<file path="config.mk">
export PLATFORM = sky130hd
export DESIGN_NAME = ook_remote_pulse_decoder
export DESIGN_NICKNAME = d
export VERILOG_FILES = /design/src/hdl/ookd_pkg.sv /design/src/hdl/ookd_cfg.sv /design/src/hdl/ookd_store.sv /design/src/hdl/ookd_win.sv /design/src/hdl/ook_remote_pulse_decoder.sv
export SDC_FILE = /design/constraint.sdc
export NUM_CORES = 2
export LEC_CHECK = 0
export BUFFER_PORTS_ARGS = -buffer_cell sky130_fd_sc_hd__buf_2
export CORE_ASPECT_RATIO = 0.8
export CORE_MARGIN = 1
export CORE_UTILIZATION = 45
export CTS_CLUSTER_SIZE = 25
export DETAILED_ROUTE_END_ITERATION = 6
export SYNTH_ARGS = -nofsm -noshare
export SYNTH_HDL_FRONTEND = slang
export SYNTH_SLANG_ARGS = --single-unit
</file>
<file path="constraint.sdc">
create_clock -name i_clk -period 4.8 [get_ports i_clk]
set_clock_uncertainty 0.15 [all_clocks]
set_input_delay 0.48 -clock i_clk [delete_from_list [all_inputs] [get_ports i_clk]]
set_output_delay 0.48 -clock i_clk [all_outputs]
set_load 0.1 [all_outputs]
</file>
<file path="src/hdl/ookd_pkg.sv">
// Shared types, constants and codes of the pulse-width remote decoder.
// Used by every module in hdl/ through scoped names; depends on nothing.
package ookd_pkg;

    // Sizing of the capture store and the frame
    localparam int STORE_DEPTH      = 128;
    localparam int DATA_BITS        = 24;
    localparam int FRAME_TIMEOUT_US = 5000;
    localparam int REPEAT_DELAY_MS  = 500;

    localparam int ADDR_W    = $clog2(STORE_DEPTH);
    localparam int CNT_W     = $clog2(STORE_DEPTH + 1);
    localparam int BITS_W    = $clog2(DATA_BITS + 1);
    localparam int DUR_W     = 16;
    localparam int CODE_W    = 24;
    localparam int EDGES_W   = 8;
    localparam int TIME_W    = 32;
    localparam int MIN_FRAME = 2 + 2 * DATA_BITS;
    localparam int SHORT_CAP = DATA_BITS / 2;

    localparam logic [DUR_W-1:0]  FRAME_TIMEOUT = DUR_W'(FRAME_TIMEOUT_US);
    localparam logic [TIME_W-1:0] REPEAT_DELAY  = TIME_W'(REPEAT_DELAY_MS);

    // Configuration port
    localparam int NUM_REGS = 8;
    localparam int REG_W    = 16;
    localparam int PADDR_W  = 5;
    localparam int PDATA_W  = 32;

    typedef enum logic [2:0] {
        REG_SYNC_HIGH_MIN = 3'd0,
        REG_SYNC_HIGH_MAX = 3'd1,
        REG_SYNC_LOW_MIN  = 3'd2,
        REG_SYNC_LOW_MAX  = 3'd3,
        REG_SHORT_MIN     = 3'd4,
        REG_SHORT_MAX     = 3'd5,
        REG_LONG_MIN      = 3'd6,
        REG_LONG_MAX      = 3'd7
    } t_reg_idx;

    localparam logic [REG_W-1:0] CFG_RESET [NUM_REGS] = '{
        16'd200, 16'd600, 16'd8000, 16'd14000, 16'd200, 16'd600, 16'd800, 16'd1500
    };

    // Input word kinds
    typedef enum logic [1:0] {
        KIND_EDGE = 2'd0,
        KIND_POLL = 2'd1,
        KIND_TAKE = 2'd2
    } t_kind;

    typedef struct packed {
        logic [1:0]        kind;
        logic [DUR_W-1:0]  duration_us;
        logic [DUR_W-1:0]  idle_us;
        logic [TIME_W-1:0] now_ms;
    } t_in;

    typedef struct packed {
        logic               new_code;
        logic [CODE_W-1:0]  code;
        logic [EDGES_W-1:0] stored_edges;
    } t_out;

    // Timing windows as seen by the decoder
    typedef struct packed {
        logic [REG_W-1:0] sync_high_min;
        logic [REG_W-1:0] sync_high_max;
        logic [REG_W-1:0] sync_low_min;
        logic [REG_W-1:0] sync_low_max;
        logic [REG_W-1:0] short_min;
        logic [REG_W-1:0] short_max;
        logic [REG_W-1:0] long_min;
        logic [REG_W-1:0] long_max;
    } t_cfg;

    // Window hits of one duration
    typedef struct packed {
        logic sync_hi;
        logic sync_lo;
        logic short_p;
        logic long_p;
    } t_win;

    typedef enum logic [3:0] {
        S_IDLE,
        S_SRCH_RD,
        S_SRCH_EV,
        S_HI_RD,
        S_HI_EV,
        S_LO_RD,
        S_LO_EV,
        S_COMMIT,
        S_REPORT
    } t_state;

endpackage

</file>
<file path="src/hdl/ookd_cfg.sv">
// Configuration register file with an APB-style slave port.
// Uses ookd_pkg for register count, reset values and the t_cfg bundle.
module ookd_cfg (
    input  logic                          i_clk,
    input  logic                          i_rst_n,
    input  logic                          psel,
    input  logic                          penable,
    input  logic                          pwrite,
    input  logic [ookd_pkg::PADDR_W-1:0]  paddr,
    input  logic [ookd_pkg::PDATA_W-1:0]  pwdata,
    output logic [ookd_pkg::PDATA_W-1:0]  prdata,
    output logic                          pready,
    output ookd_pkg::t_cfg                o_cfg
);

    logic [ookd_pkg::REG_W-1:0] r_regs [ookd_pkg::NUM_REGS];
    logic [2:0]                 reg_sel;

    assign reg_sel = paddr[ookd_pkg::PADDR_W-1:2];
    assign pready  = 1'b1;

    // Write on the access phase
    always_ff @(posedge i_clk) begin
        if (!i_rst_n) begin
            for (int k = 0; k < ookd_pkg::NUM_REGS; k++) begin
                r_regs[k] <= ookd_pkg::CFG_RESET[k];
            end
        end else if (psel && penable && pwrite) begin
            r_regs[reg_sel] <= pwdata[ookd_pkg::REG_W-1:0];
        end
    end

    // Read back the addressed register
    assign prdata = ookd_pkg::PDATA_W'(r_regs[reg_sel]);

    // Bundle the windows
    assign o_cfg.sync_high_min = r_regs[ookd_pkg::REG_SYNC_HIGH_MIN];
    assign o_cfg.sync_high_max = r_regs[ookd_pkg::REG_SYNC_HIGH_MAX];
    assign o_cfg.sync_low_min  = r_regs[ookd_pkg::REG_SYNC_LOW_MIN];
    assign o_cfg.sync_low_max  = r_regs[ookd_pkg::REG_SYNC_LOW_MAX];
    assign o_cfg.short_min     = r_regs[ookd_pkg::REG_SHORT_MIN];
    assign o_cfg.short_max     = r_regs[ookd_pkg::REG_SHORT_MAX];
    assign o_cfg.long_min      = r_regs[ookd_pkg::REG_LONG_MIN];
    assign o_cfg.long_max      = r_regs[ookd_pkg::REG_LONG_MAX];

endmodule

</file>
<file path="src/hdl/ookd_store.sv">
// Capture store of edge durations: one write port, one registered read port.
// Uses ookd_pkg for depth and widths; contents undefined until written.
module ookd_store (
    input  logic                         i_clk,
    input  logic                         i_we,
    input  logic [ookd_pkg::ADDR_W-1:0]  i_waddr,
    input  logic [ookd_pkg::DUR_W-1:0]   i_wdata,
    input  logic [ookd_pkg::ADDR_W-1:0]  i_raddr,
    output logic [ookd_pkg::DUR_W-1:0]   o_rdata
);

    logic [ookd_pkg::DUR_W-1:0] mem [ookd_pkg::STORE_DEPTH];
    logic [ookd_pkg::DUR_W-1:0] r_rdata;

    // Store a duration
    always_ff @(posedge i_clk) begin
        if (i_we) begin
            mem[i_waddr] <= i_wdata;
        end
    end

    // Read every cycle
    always_ff @(posedge i_clk) begin
        r_rdata <= mem[i_raddr];
    end

    assign o_rdata = r_rdata;

endmodule

</file>
<file path="src/hdl/ookd_win.sv">
// Shared window compare unit: checks one duration against all four windows.
// Uses ookd_pkg for t_cfg and t_win.
module ookd_win (
    input  logic [ookd_pkg::DUR_W-1:0] i_dur,
    input  ookd_pkg::t_cfg             i_cfg,
    output ookd_pkg::t_win             o_win
);

    // Inclusive bounds on every window
    assign o_win.sync_hi = (i_dur >= i_cfg.sync_high_min) && (i_dur <= i_cfg.sync_high_max);
    assign o_win.sync_lo = (i_dur >= i_cfg.sync_low_min)  && (i_dur <= i_cfg.sync_low_max);
    assign o_win.short_p = (i_dur >= i_cfg.short_min)     && (i_dur <= i_cfg.short_max);
    assign o_win.long_p  = (i_dur >= i_cfg.long_min)      && (i_dur <= i_cfg.long_max);

endmodule

</file>
<file path="src/hdl/ook_remote_pulse_decoder.sv">
// Pulse-width remote-control frame decoder, top level.
// Uses ookd_pkg and instantiates ookd_cfg, ookd_store and ookd_win.
//
// Input channel (i_in_valid / o_in_stall / i_in_word) carries one word per
// event: an edge with its duration, a poll with idle time and millisecond
// clock, or a take that clears the new-code flag. Every accepted word yields
// exactly one output word (o_out_valid / i_out_stall / o_out_word) holding
// the new-code flag, the last accepted code and the number of stored edges.
// Edge, take and polls that do not scan go through the report state to the
// output register, and no new word is accepted until the state is idle. A
// poll that scans the store walks it with one window compare unit and one
// registered read port, reading and then evaluating each stored duration.
// The input stalls while a word is in work and while a finished output word is
// held by a stalled receiver; an output word holds until taken. Reset clears
// the count, code, flag and repeat history and loads the timing windows with
// their defaults; the store needs no clearing pass. The user must write the
// timing windows through the APB port only while the block is idle; the block does not enforce it.
module ook_remote_pulse_decoder (
    input  logic                          i_clk,
    input  logic                          i_rst_n,
    input  logic                          i_in_valid,
    output logic                          o_in_stall,
    input  ookd_pkg::t_in                 i_in_word,
    output logic                          o_out_valid,
    input  logic                          i_out_stall,
    output ookd_pkg::t_out                o_out_word,
    input  logic                          psel,
    input  logic                          penable,
    input  logic                          pwrite,
    input  logic [ookd_pkg::PADDR_W-1:0]  paddr,
    input  logic [ookd_pkg::PDATA_W-1:0]  pwdata,
    output logic [ookd_pkg::PDATA_W-1:0]  prdata,
    output logic                          pready
);

    localparam int CNT_W  = ookd_pkg::CNT_W;
    localparam int CODE_W = ookd_pkg::CODE_W;
    localparam int BITS_W = ookd_pkg::BITS_W;
    localparam int TIME_W = ookd_pkg::TIME_W;

    ookd_pkg::t_cfg   cfg;
    ookd_pkg::t_win   win;
    ookd_pkg::t_state r_state, n_state;

    logic [CNT_W-1:0]             r_count, n_count;
    logic [CNT_W-1:0]             r_n, n_n;
    logic [CNT_W-1:0]             r_idx, n_idx;
    logic [CODE_W-1:0]            r_code, n_code;
    logic                         r_flag, n_flag;
    logic [CODE_W-1:0]            r_prev_code, n_prev_code;
    logic [TIME_W-1:0]            r_prev_time, n_prev_time;
    logic [TIME_W-1:0]            r_now, n_now;
    logic                         r_prev_sh, n_prev_sh;
    ookd_pkg::t_win               r_hi_win, n_hi_win;
    logic [CODE_W-1:0]            r_value, n_value;
    logic [BITS_W-1:0]            r_bits, n_bits;
    logic                         r_out_valid;
    ookd_pkg::t_out               r_out_word;

    logic                         in_acc;
    logic                         out_load;
    logic                         st_we;
    logic [ookd_pkg::DUR_W-1:0]   rdata;
    logic [CNT_W:0]               idx_inc;
    logic                         at_end;
    logic                         pair_zero;
    logic                         pair_one;
    logic [TIME_W-1:0]            elapsed;

    // Register file
    ookd_cfg u_cfg (
        .i_clk   (i_clk),
        .i_rst_n (i_rst_n),
        .psel    (psel),
        .penable (penable),
        .pwrite  (pwrite),
        .paddr   (paddr),
        .pwdata  (pwdata),
        .prdata  (prdata),
        .pready  (pready),
        .o_cfg   (cfg)
    );

    // Capture store, read at the scan index
    ookd_store u_store (
        .i_clk   (i_clk),
        .i_we    (st_we),
        .i_waddr (r_count[ookd_pkg::ADDR_W-1:0]),
        .i_wdata (i_in_word.duration_us),
        .i_raddr (r_idx[ookd_pkg::ADDR_W-1:0]),
        .o_rdata (rdata)
    );

    // Window compare on the word just read
    ookd_win u_win (
        .i_dur (rdata),
        .i_cfg (cfg),
        .o_win (win)
    );

    // Handshake
    assign o_in_stall  = (r_state != ookd_pkg::S_IDLE) || (r_out_valid && i_out_stall);
    assign in_acc      = i_in_valid && !o_in_stall;
    assign o_out_valid = r_out_valid;
    assign o_out_word  = r_out_word;

    // Scan helpers
    assign idx_inc   = {1'b0, r_idx} + (CNT_W + 1)'(1);
    assign at_end    = idx_inc >= {1'b0, r_n};
    assign pair_zero = r_hi_win.short_p && win.long_p;
    assign pair_one  = r_hi_win.long_p && win.short_p;
    assign elapsed   = r_now - r_prev_time;

    // State register
    always_ff @(posedge i_clk) begin
        if (!i_rst_n) begin
            r_state     <= ookd_pkg::S_IDLE;
            r_count     <= '0;
            r_code      <= '0;
            r_flag      <= 1'b0;
            r_prev_code <= '0;
            r_prev_time <= '0;
        end else begin
            r_state     <= n_state;
            r_count     <= n_count;
            r_code      <= n_code;
            r_flag      <= n_flag;
            r_prev_code <= n_prev_code;
            r_prev_time <= n_prev_time;
        end
    end

    // Scan registers
    always_ff @(posedge i_clk) begin
        r_n       <= n_n;
        r_idx     <= n_idx;
        r_now     <= n_now;
        r_prev_sh <= n_prev_sh;
        r_hi_win  <= n_hi_win;
        r_value   <= n_value;
        r_bits    <= n_bits;
    end

    // Sequencer
    always_comb begin
        n_state     = r_state;
        n_count     = r_count;
        n_code      = r_code;
        n_flag      = r_flag;
        n_prev_code = r_prev_code;
        n_prev_time = r_prev_time;
        n_n         = r_n;
        n_idx       = r_idx;
        n_now       = r_now;
        n_prev_sh   = r_prev_sh;
        n_hi_win    = r_hi_win;
        n_value     = r_value;
        n_bits      = r_bits;
        st_we       = 1'b0;
        out_load    = 1'b0;

        unique case (r_state)
            ookd_pkg::S_IDLE: begin
                if (in_acc) begin
                    n_state = ookd_pkg::S_REPORT;
                    unique case (i_in_word.kind)
                        ookd_pkg::KIND_EDGE: begin
                            if (i_in_word.duration_us > ookd_pkg::FRAME_TIMEOUT) begin
                                n_count = '0;
                            end else if (r_count < CNT_W'(ookd_pkg::STORE_DEPTH)) begin
                                st_we   = 1'b1;
                                n_count = r_count + CNT_W'(1);
                            end else begin
                                n_count = '0;
                            end
                        end
                        ookd_pkg::KIND_POLL: begin
                            if (r_count != '0 &&
                                i_in_word.idle_us > ookd_pkg::FRAME_TIMEOUT) begin
                                n_count = '0;
                                n_n     = r_count;
                                if (32'(r_count) > 32'(ookd_pkg::SHORT_CAP)) begin
                                    if (32'(r_count) < 32'(ookd_pkg::MIN_FRAME)) begin
                                        n_flag = 1'b0;
                                    end else begin
                                        n_idx     = '0;
                                        n_prev_sh = 1'b0;
                                        n_now     = i_in_word.now_ms;
                                        n_state   = ookd_pkg::S_SRCH_RD;
                                    end
                                end
                            end
                        end
                        ookd_pkg::KIND_TAKE: begin
                            n_flag = 1'b0;
                        end
                        default: begin
                        end
                    endcase
                end
            end

            // Look for the first sync pair
            ookd_pkg::S_SRCH_RD: begin
                n_state = ookd_pkg::S_SRCH_EV;
            end
            ookd_pkg::S_SRCH_EV: begin
                if (r_prev_sh && win.sync_lo) begin
                    n_idx   = idx_inc[CNT_W-1:0];
                    n_bits  = '0;
                    n_value = '0;
                    n_state = ookd_pkg::S_HI_RD;
                end else if (at_end) begin
                    n_flag  = 1'b0;
                    n_state = ookd_pkg::S_REPORT;
                end else begin
                    n_prev_sh = win.sync_hi;
                    n_idx     = idx_inc[CNT_W-1:0];
                    n_state   = ookd_pkg::S_SRCH_RD;
                end
            end

            // Decode short/long pairs
            ookd_pkg::S_HI_RD: begin
                if (r_bits == BITS_W'(ookd_pkg::DATA_BITS)) begin
                    n_state = ookd_pkg::S_COMMIT;
                end else if (at_end) begin
                    n_flag  = 1'b0;
                    n_state = ookd_pkg::S_REPORT;
                end else begin
                    n_state = ookd_pkg::S_HI_EV;
                end
            end
            ookd_pkg::S_HI_EV: begin
                n_hi_win = win;
                n_idx    = idx_inc[CNT_W-1:0];
                n_state  = ookd_pkg::S_LO_RD;
            end
            ookd_pkg::S_LO_RD: begin
                n_state = ookd_pkg::S_LO_EV;
            end
            ookd_pkg::S_LO_EV: begin
                if (pair_zero || pair_one) begin
                    n_value = {r_value[CODE_W-2:0], !pair_zero};
                    n_bits  = r_bits + BITS_W'(1);
                    n_idx   = idx_inc[CNT_W-1:0];
                    n_state = ookd_pkg::S_HI_RD;
                end else begin
                    n_flag  = 1'b0;
                    n_state = ookd_pkg::S_REPORT;
                end
            end

            // Accept the code, suppress a quick repeat
            ookd_pkg::S_COMMIT: begin
                n_code = r_value;
                if (r_value != r_prev_code || elapsed > ookd_pkg::REPEAT_DELAY) begin
                    n_flag      = 1'b1;
                    n_prev_code = r_value;
                    n_prev_time = r_now;
                end else begin
                    n_flag = 1'b0;
                end
                n_state = ookd_pkg::S_REPORT;
            end

            ookd_pkg::S_REPORT: begin
                out_load = 1'b1;
                n_state  = ookd_pkg::S_IDLE;
            end

            default: begin
                n_state = ookd_pkg::S_IDLE;
            end
        endcase
    end

    // Output word: load on report, drop when taken
    always_ff @(posedge i_clk) begin
        if (!i_rst_n) begin
            r_out_valid <= 1'b0;
        end else if (out_load) begin
            r_out_valid <= 1'b1;
        end else if (!i_out_stall) begin
            r_out_valid <= 1'b0;
        end
    end

    always_ff @(posedge i_clk) begin
        if (out_load) begin
            r_out_word.new_code     <= r_flag;
            r_out_word.code         <= r_code;
            r_out_word.stored_edges <= ookd_pkg::EDGES_W'(r_count);
        end
    end

endmodule
</file>
==> results.yml <==
synthesis:
  syn_area_per_cell_um2: 19.7
  yosysSeqAreaShare: 0.727
  synthFlopType: "edfxtp_1"
  ys_ff_latch: 2399
  synth_common_cells: "edfxtp_1 (2289), mux4_2 (672), nand2_1 (229), clkbuf_1 (192), nor2_1 (187)"
  yosysMostFrequentCell: "edfxtp_1"
  postSynth.asyncResetShare: 0
  synth_area_leaders: "edfxtp_1 (70%), mux4_2 (16%), dfxtp_1 (2.3%)"
  yosysWarnings: 0
  synth.distinct_cells: 76
  synth-edff-count: 2289
  synth_top_cell_by_area: "edfxtp_1"
  synth_area_um2: 97600
  synth_cells: 4966
  synth.top_cell.area_share: 0.704
routing:
  post-route-drc-count: 0
  met2_length_um: 110000
  wl_per_cell_um: 28.6
  drtIter0Drc: 5443
  final_antenna_net_count: 0
  wl_um: 242000
  drt_first_pass_iters: 5
  wl_met1_um: 107000
  highest_layer: "met5"
  met3WireLength_um: 19400
  vias_per_cell: 5.83
  dr_total_vias: 49500
setup_path:
  cp_max_fo: 28
  arrival_ns: 4.77
  cp-end-kind: "flip-flop"
  cpPeakStageDelay_ns: 0.60
  critical_path_class: "flip-flop to flip-flop"
  path_cells: "buf_4, buf_4, buf_4, mux4_2, mux4_2, mux4_2, mux2_2"
  cp_slowest_cell: "mux4_2"
  required_ns: 5.34
  start_kind: "flip-flop"
sta:
  fin_setup_tns_ns: 0
  fmax_mhz: 237
  fin_crit_sh: 0.881
  max_slew.worst_pin.slew_ns: 1.12
  rsz0062_at_grt: "no"
  setup_viol: 0
  slew_violations: 0
  hold_viol: 0
  fin_crit_ns: 4.23
  relSlewSlack: 0.245
  holdWs_ns: 0.0576
power:
  power.internal_w: 0.0334
  p_per_area_nw_per_um2: 375
  comb_power_share: 0.027
  clockPowerShare: 0.427
  leakage_nw: 36.2
  switching_share: 0.206
  ir_drop_uv: 356
  seqPwrFrac: 0.546
  power.switching_w: 0.00870
clock_network:
  cts.sinks: 2399
  postCtsHoldBufs: 57
  cts_buffers: 230
  clk_latency_ns: 0.89
  clk_path_buf_depth: 4
  cts.clk_slew.worst_paths_ns: 0.07
  cts_root_buffer: "clkbuf_16"
  cts_resized: 0
  htree_levels: 4
  post-cts-setup-buffers: 0
  cts_tree: "yes"
place:
  hpwl_um: 146000
  gp_congestion: 0.846
  port_buffers: 142
global_route:
  gr-total-overflow: 0
  grtUsageTotal: 0.222
  antenna_found_initial: 12
  grt_pass1_vias: 49300
  grt_pass1_wl_um: 348000
  grt_max_degree: 133
floorplan:
  initial_core_util: 0.454
  die_h_um: 419
  die_area_um2: 219000
  rows: 152
  core_area_um2: 215000
  boundaryPins: 178
  die_x_um: 523
job:
  cap_viol_max_count: 0
finish:
  n_fill_cell: 16900
  syn2layout_area_growth_pct: 15.2
  final_nets: 5728
  drive_above_1_share: 0.264
hold_path:
  hold_path.class: "primary input to flip-flop"
outcome:
  outcome: "completed"
==> cell type report <==
type / instances / area [um2] / area share
flip-flops and latches: 2399 / 70900 / 0.631
repair buffers: 501 / 4970 / 0.0442
multi-input cells: 2136 / 25000 / 0.222
clock inverters: 135 / 1270 / 0.0113
diodes: 2 / 5.00 / 0.0000445
clock buffers: 278 / 6080 / 0.0541
well taps: 2849 / 3560 / 0.0317
inverters: 177 / 664 / 0.00591
==> registers in the layout, summed over array words and instances (netlist names), 5 cells and up <==
signal and flops:
u_store.mem 2048, u_cfg.r_regs 128, o_out_word 33, r_now 32, r_prev_time 32, r_code 24
r_prev_code 24, r_value 24, u_store.o_rdata 16, r_count 8, r_idx 8, r_n 8
r_bits 5
==> through the flow <==
| step | total power (W) | instance area (um2) | instances | setup slack [ns] | util |
|---|---|---|---|---|---|
| 2_1_floorplan | 0.0240 | 97600 | 4981 | 0.0443 | - |
| 3_3_place_gp | 0.0245 | 105000 | 8005 | 0.529 | 0.486 |
| 3_5_place_dp | 0.0246 | 105000 | 8005 | 0.519 | 0.486 |
| 4_1_cts | 0.0425 | 112000 | 8475 | 0.490 | 0.523 |
| 5_1_grt | 0.0433 | 112000 | 8476 | 0.362 | 0.523 |
| 6_report | 0.0421 | 112000 | 8477 | 0.573 | 0.523 |
==> layout by cell type (no fill, tap or decap), types with 25 or more instances in the layout <==
master,synthesis,routed
a21boi_0,27,27
mux2i_1,59,59
nor2b_1,30,29
edfxtp_1,2289,2289
nand3_1,31,31
nand4_1,59,59
clkinv_1,0,49
a21oi_1,73,73
xnor2_1,31,31
inv_1,177,177
nand2_1,229,229
a22oi_1,64,64
clkinv_2,0,46
and3_1,75,75
o21ai_0,45,45
dlygate4sd3_1,0,57
ha_1,172,172
buf_12,0,110
buf_4,19,209
buf_2,16,125
nand2b_1,61,61
clkbuf_1,192,38
mux4_2,672,672
and2_1,54,54
clkbuf_16,0,234
dfxtp_1,110,110
o21a_1,25,25
nor2_1,187,186
a21o_1,47,47
==> layer usage <==
layer / track usage / vias to the layer above
met2: 0.332 / 1773
met5: 0 / -
met3: 0.0456 / 316
met1: 0.332 / 26200
li1: - / 21200
met4: 0.0570 / 10
==> path summary, 6_finish.rpt <==
check                                            start                         end  slack [ns]  cells past startpoint
worst max register to register  r_idx[0]$_SDFFCE_PN0P_  u_store.o_rdata[0]$_DFF_P_        0.57                      7
worst min register to register  r_code[1]$_SDFFE_PN0P_     o_out_word[9]$_DFFE_PP_        0.28                      0
worst min-delay path                     i_in_word[65]     r_count[0]$_SDFFE_PN0P_        0.06                      4
worst max-delay path            r_idx[0]$_SDFFCE_PN0P_  u_store.o_rdata[0]$_DFF_P_        0.57                      7
==> power groups by stage <==
stage / clock network, W / logic, W / registers, W
global route: 0.0191 / 0.00121 / 0.0230
detailed placement: 0 / 0.00109 / 0.0235
CTS: 0.0183 / 0.00113 / 0.0230
floorplan: 0 / 0.000449 / 0.0236
finish: 0.0180 / 0.00113 / 0.0230
global placement: 0 / 0.00106 / 0.0235
==> kinds of logic (layout without fill, tap and decap cells) <==
logic type      after synthesis  count (layout)  synth area share
other cells                   2              19         0.0000770
compound gates              355             355            0.0248
fa+ha+maj                   173             173            0.0223
xor+xnor                     48              48           0.00431
buf+inv                     446            1091            0.0185
mux                         747             747             0.163
simple gates                796             796            0.0402
flops                      2399            2399             0.727
==> critical path: cells and delay by family, from the launching register on <==
family                 cells  cell delay (ns)
flip-flops                 1             0.46
multiplexers               4             1.99
buffers and inverters      3             1.40
Note: power is estimated with default switching activity, not from simulation.
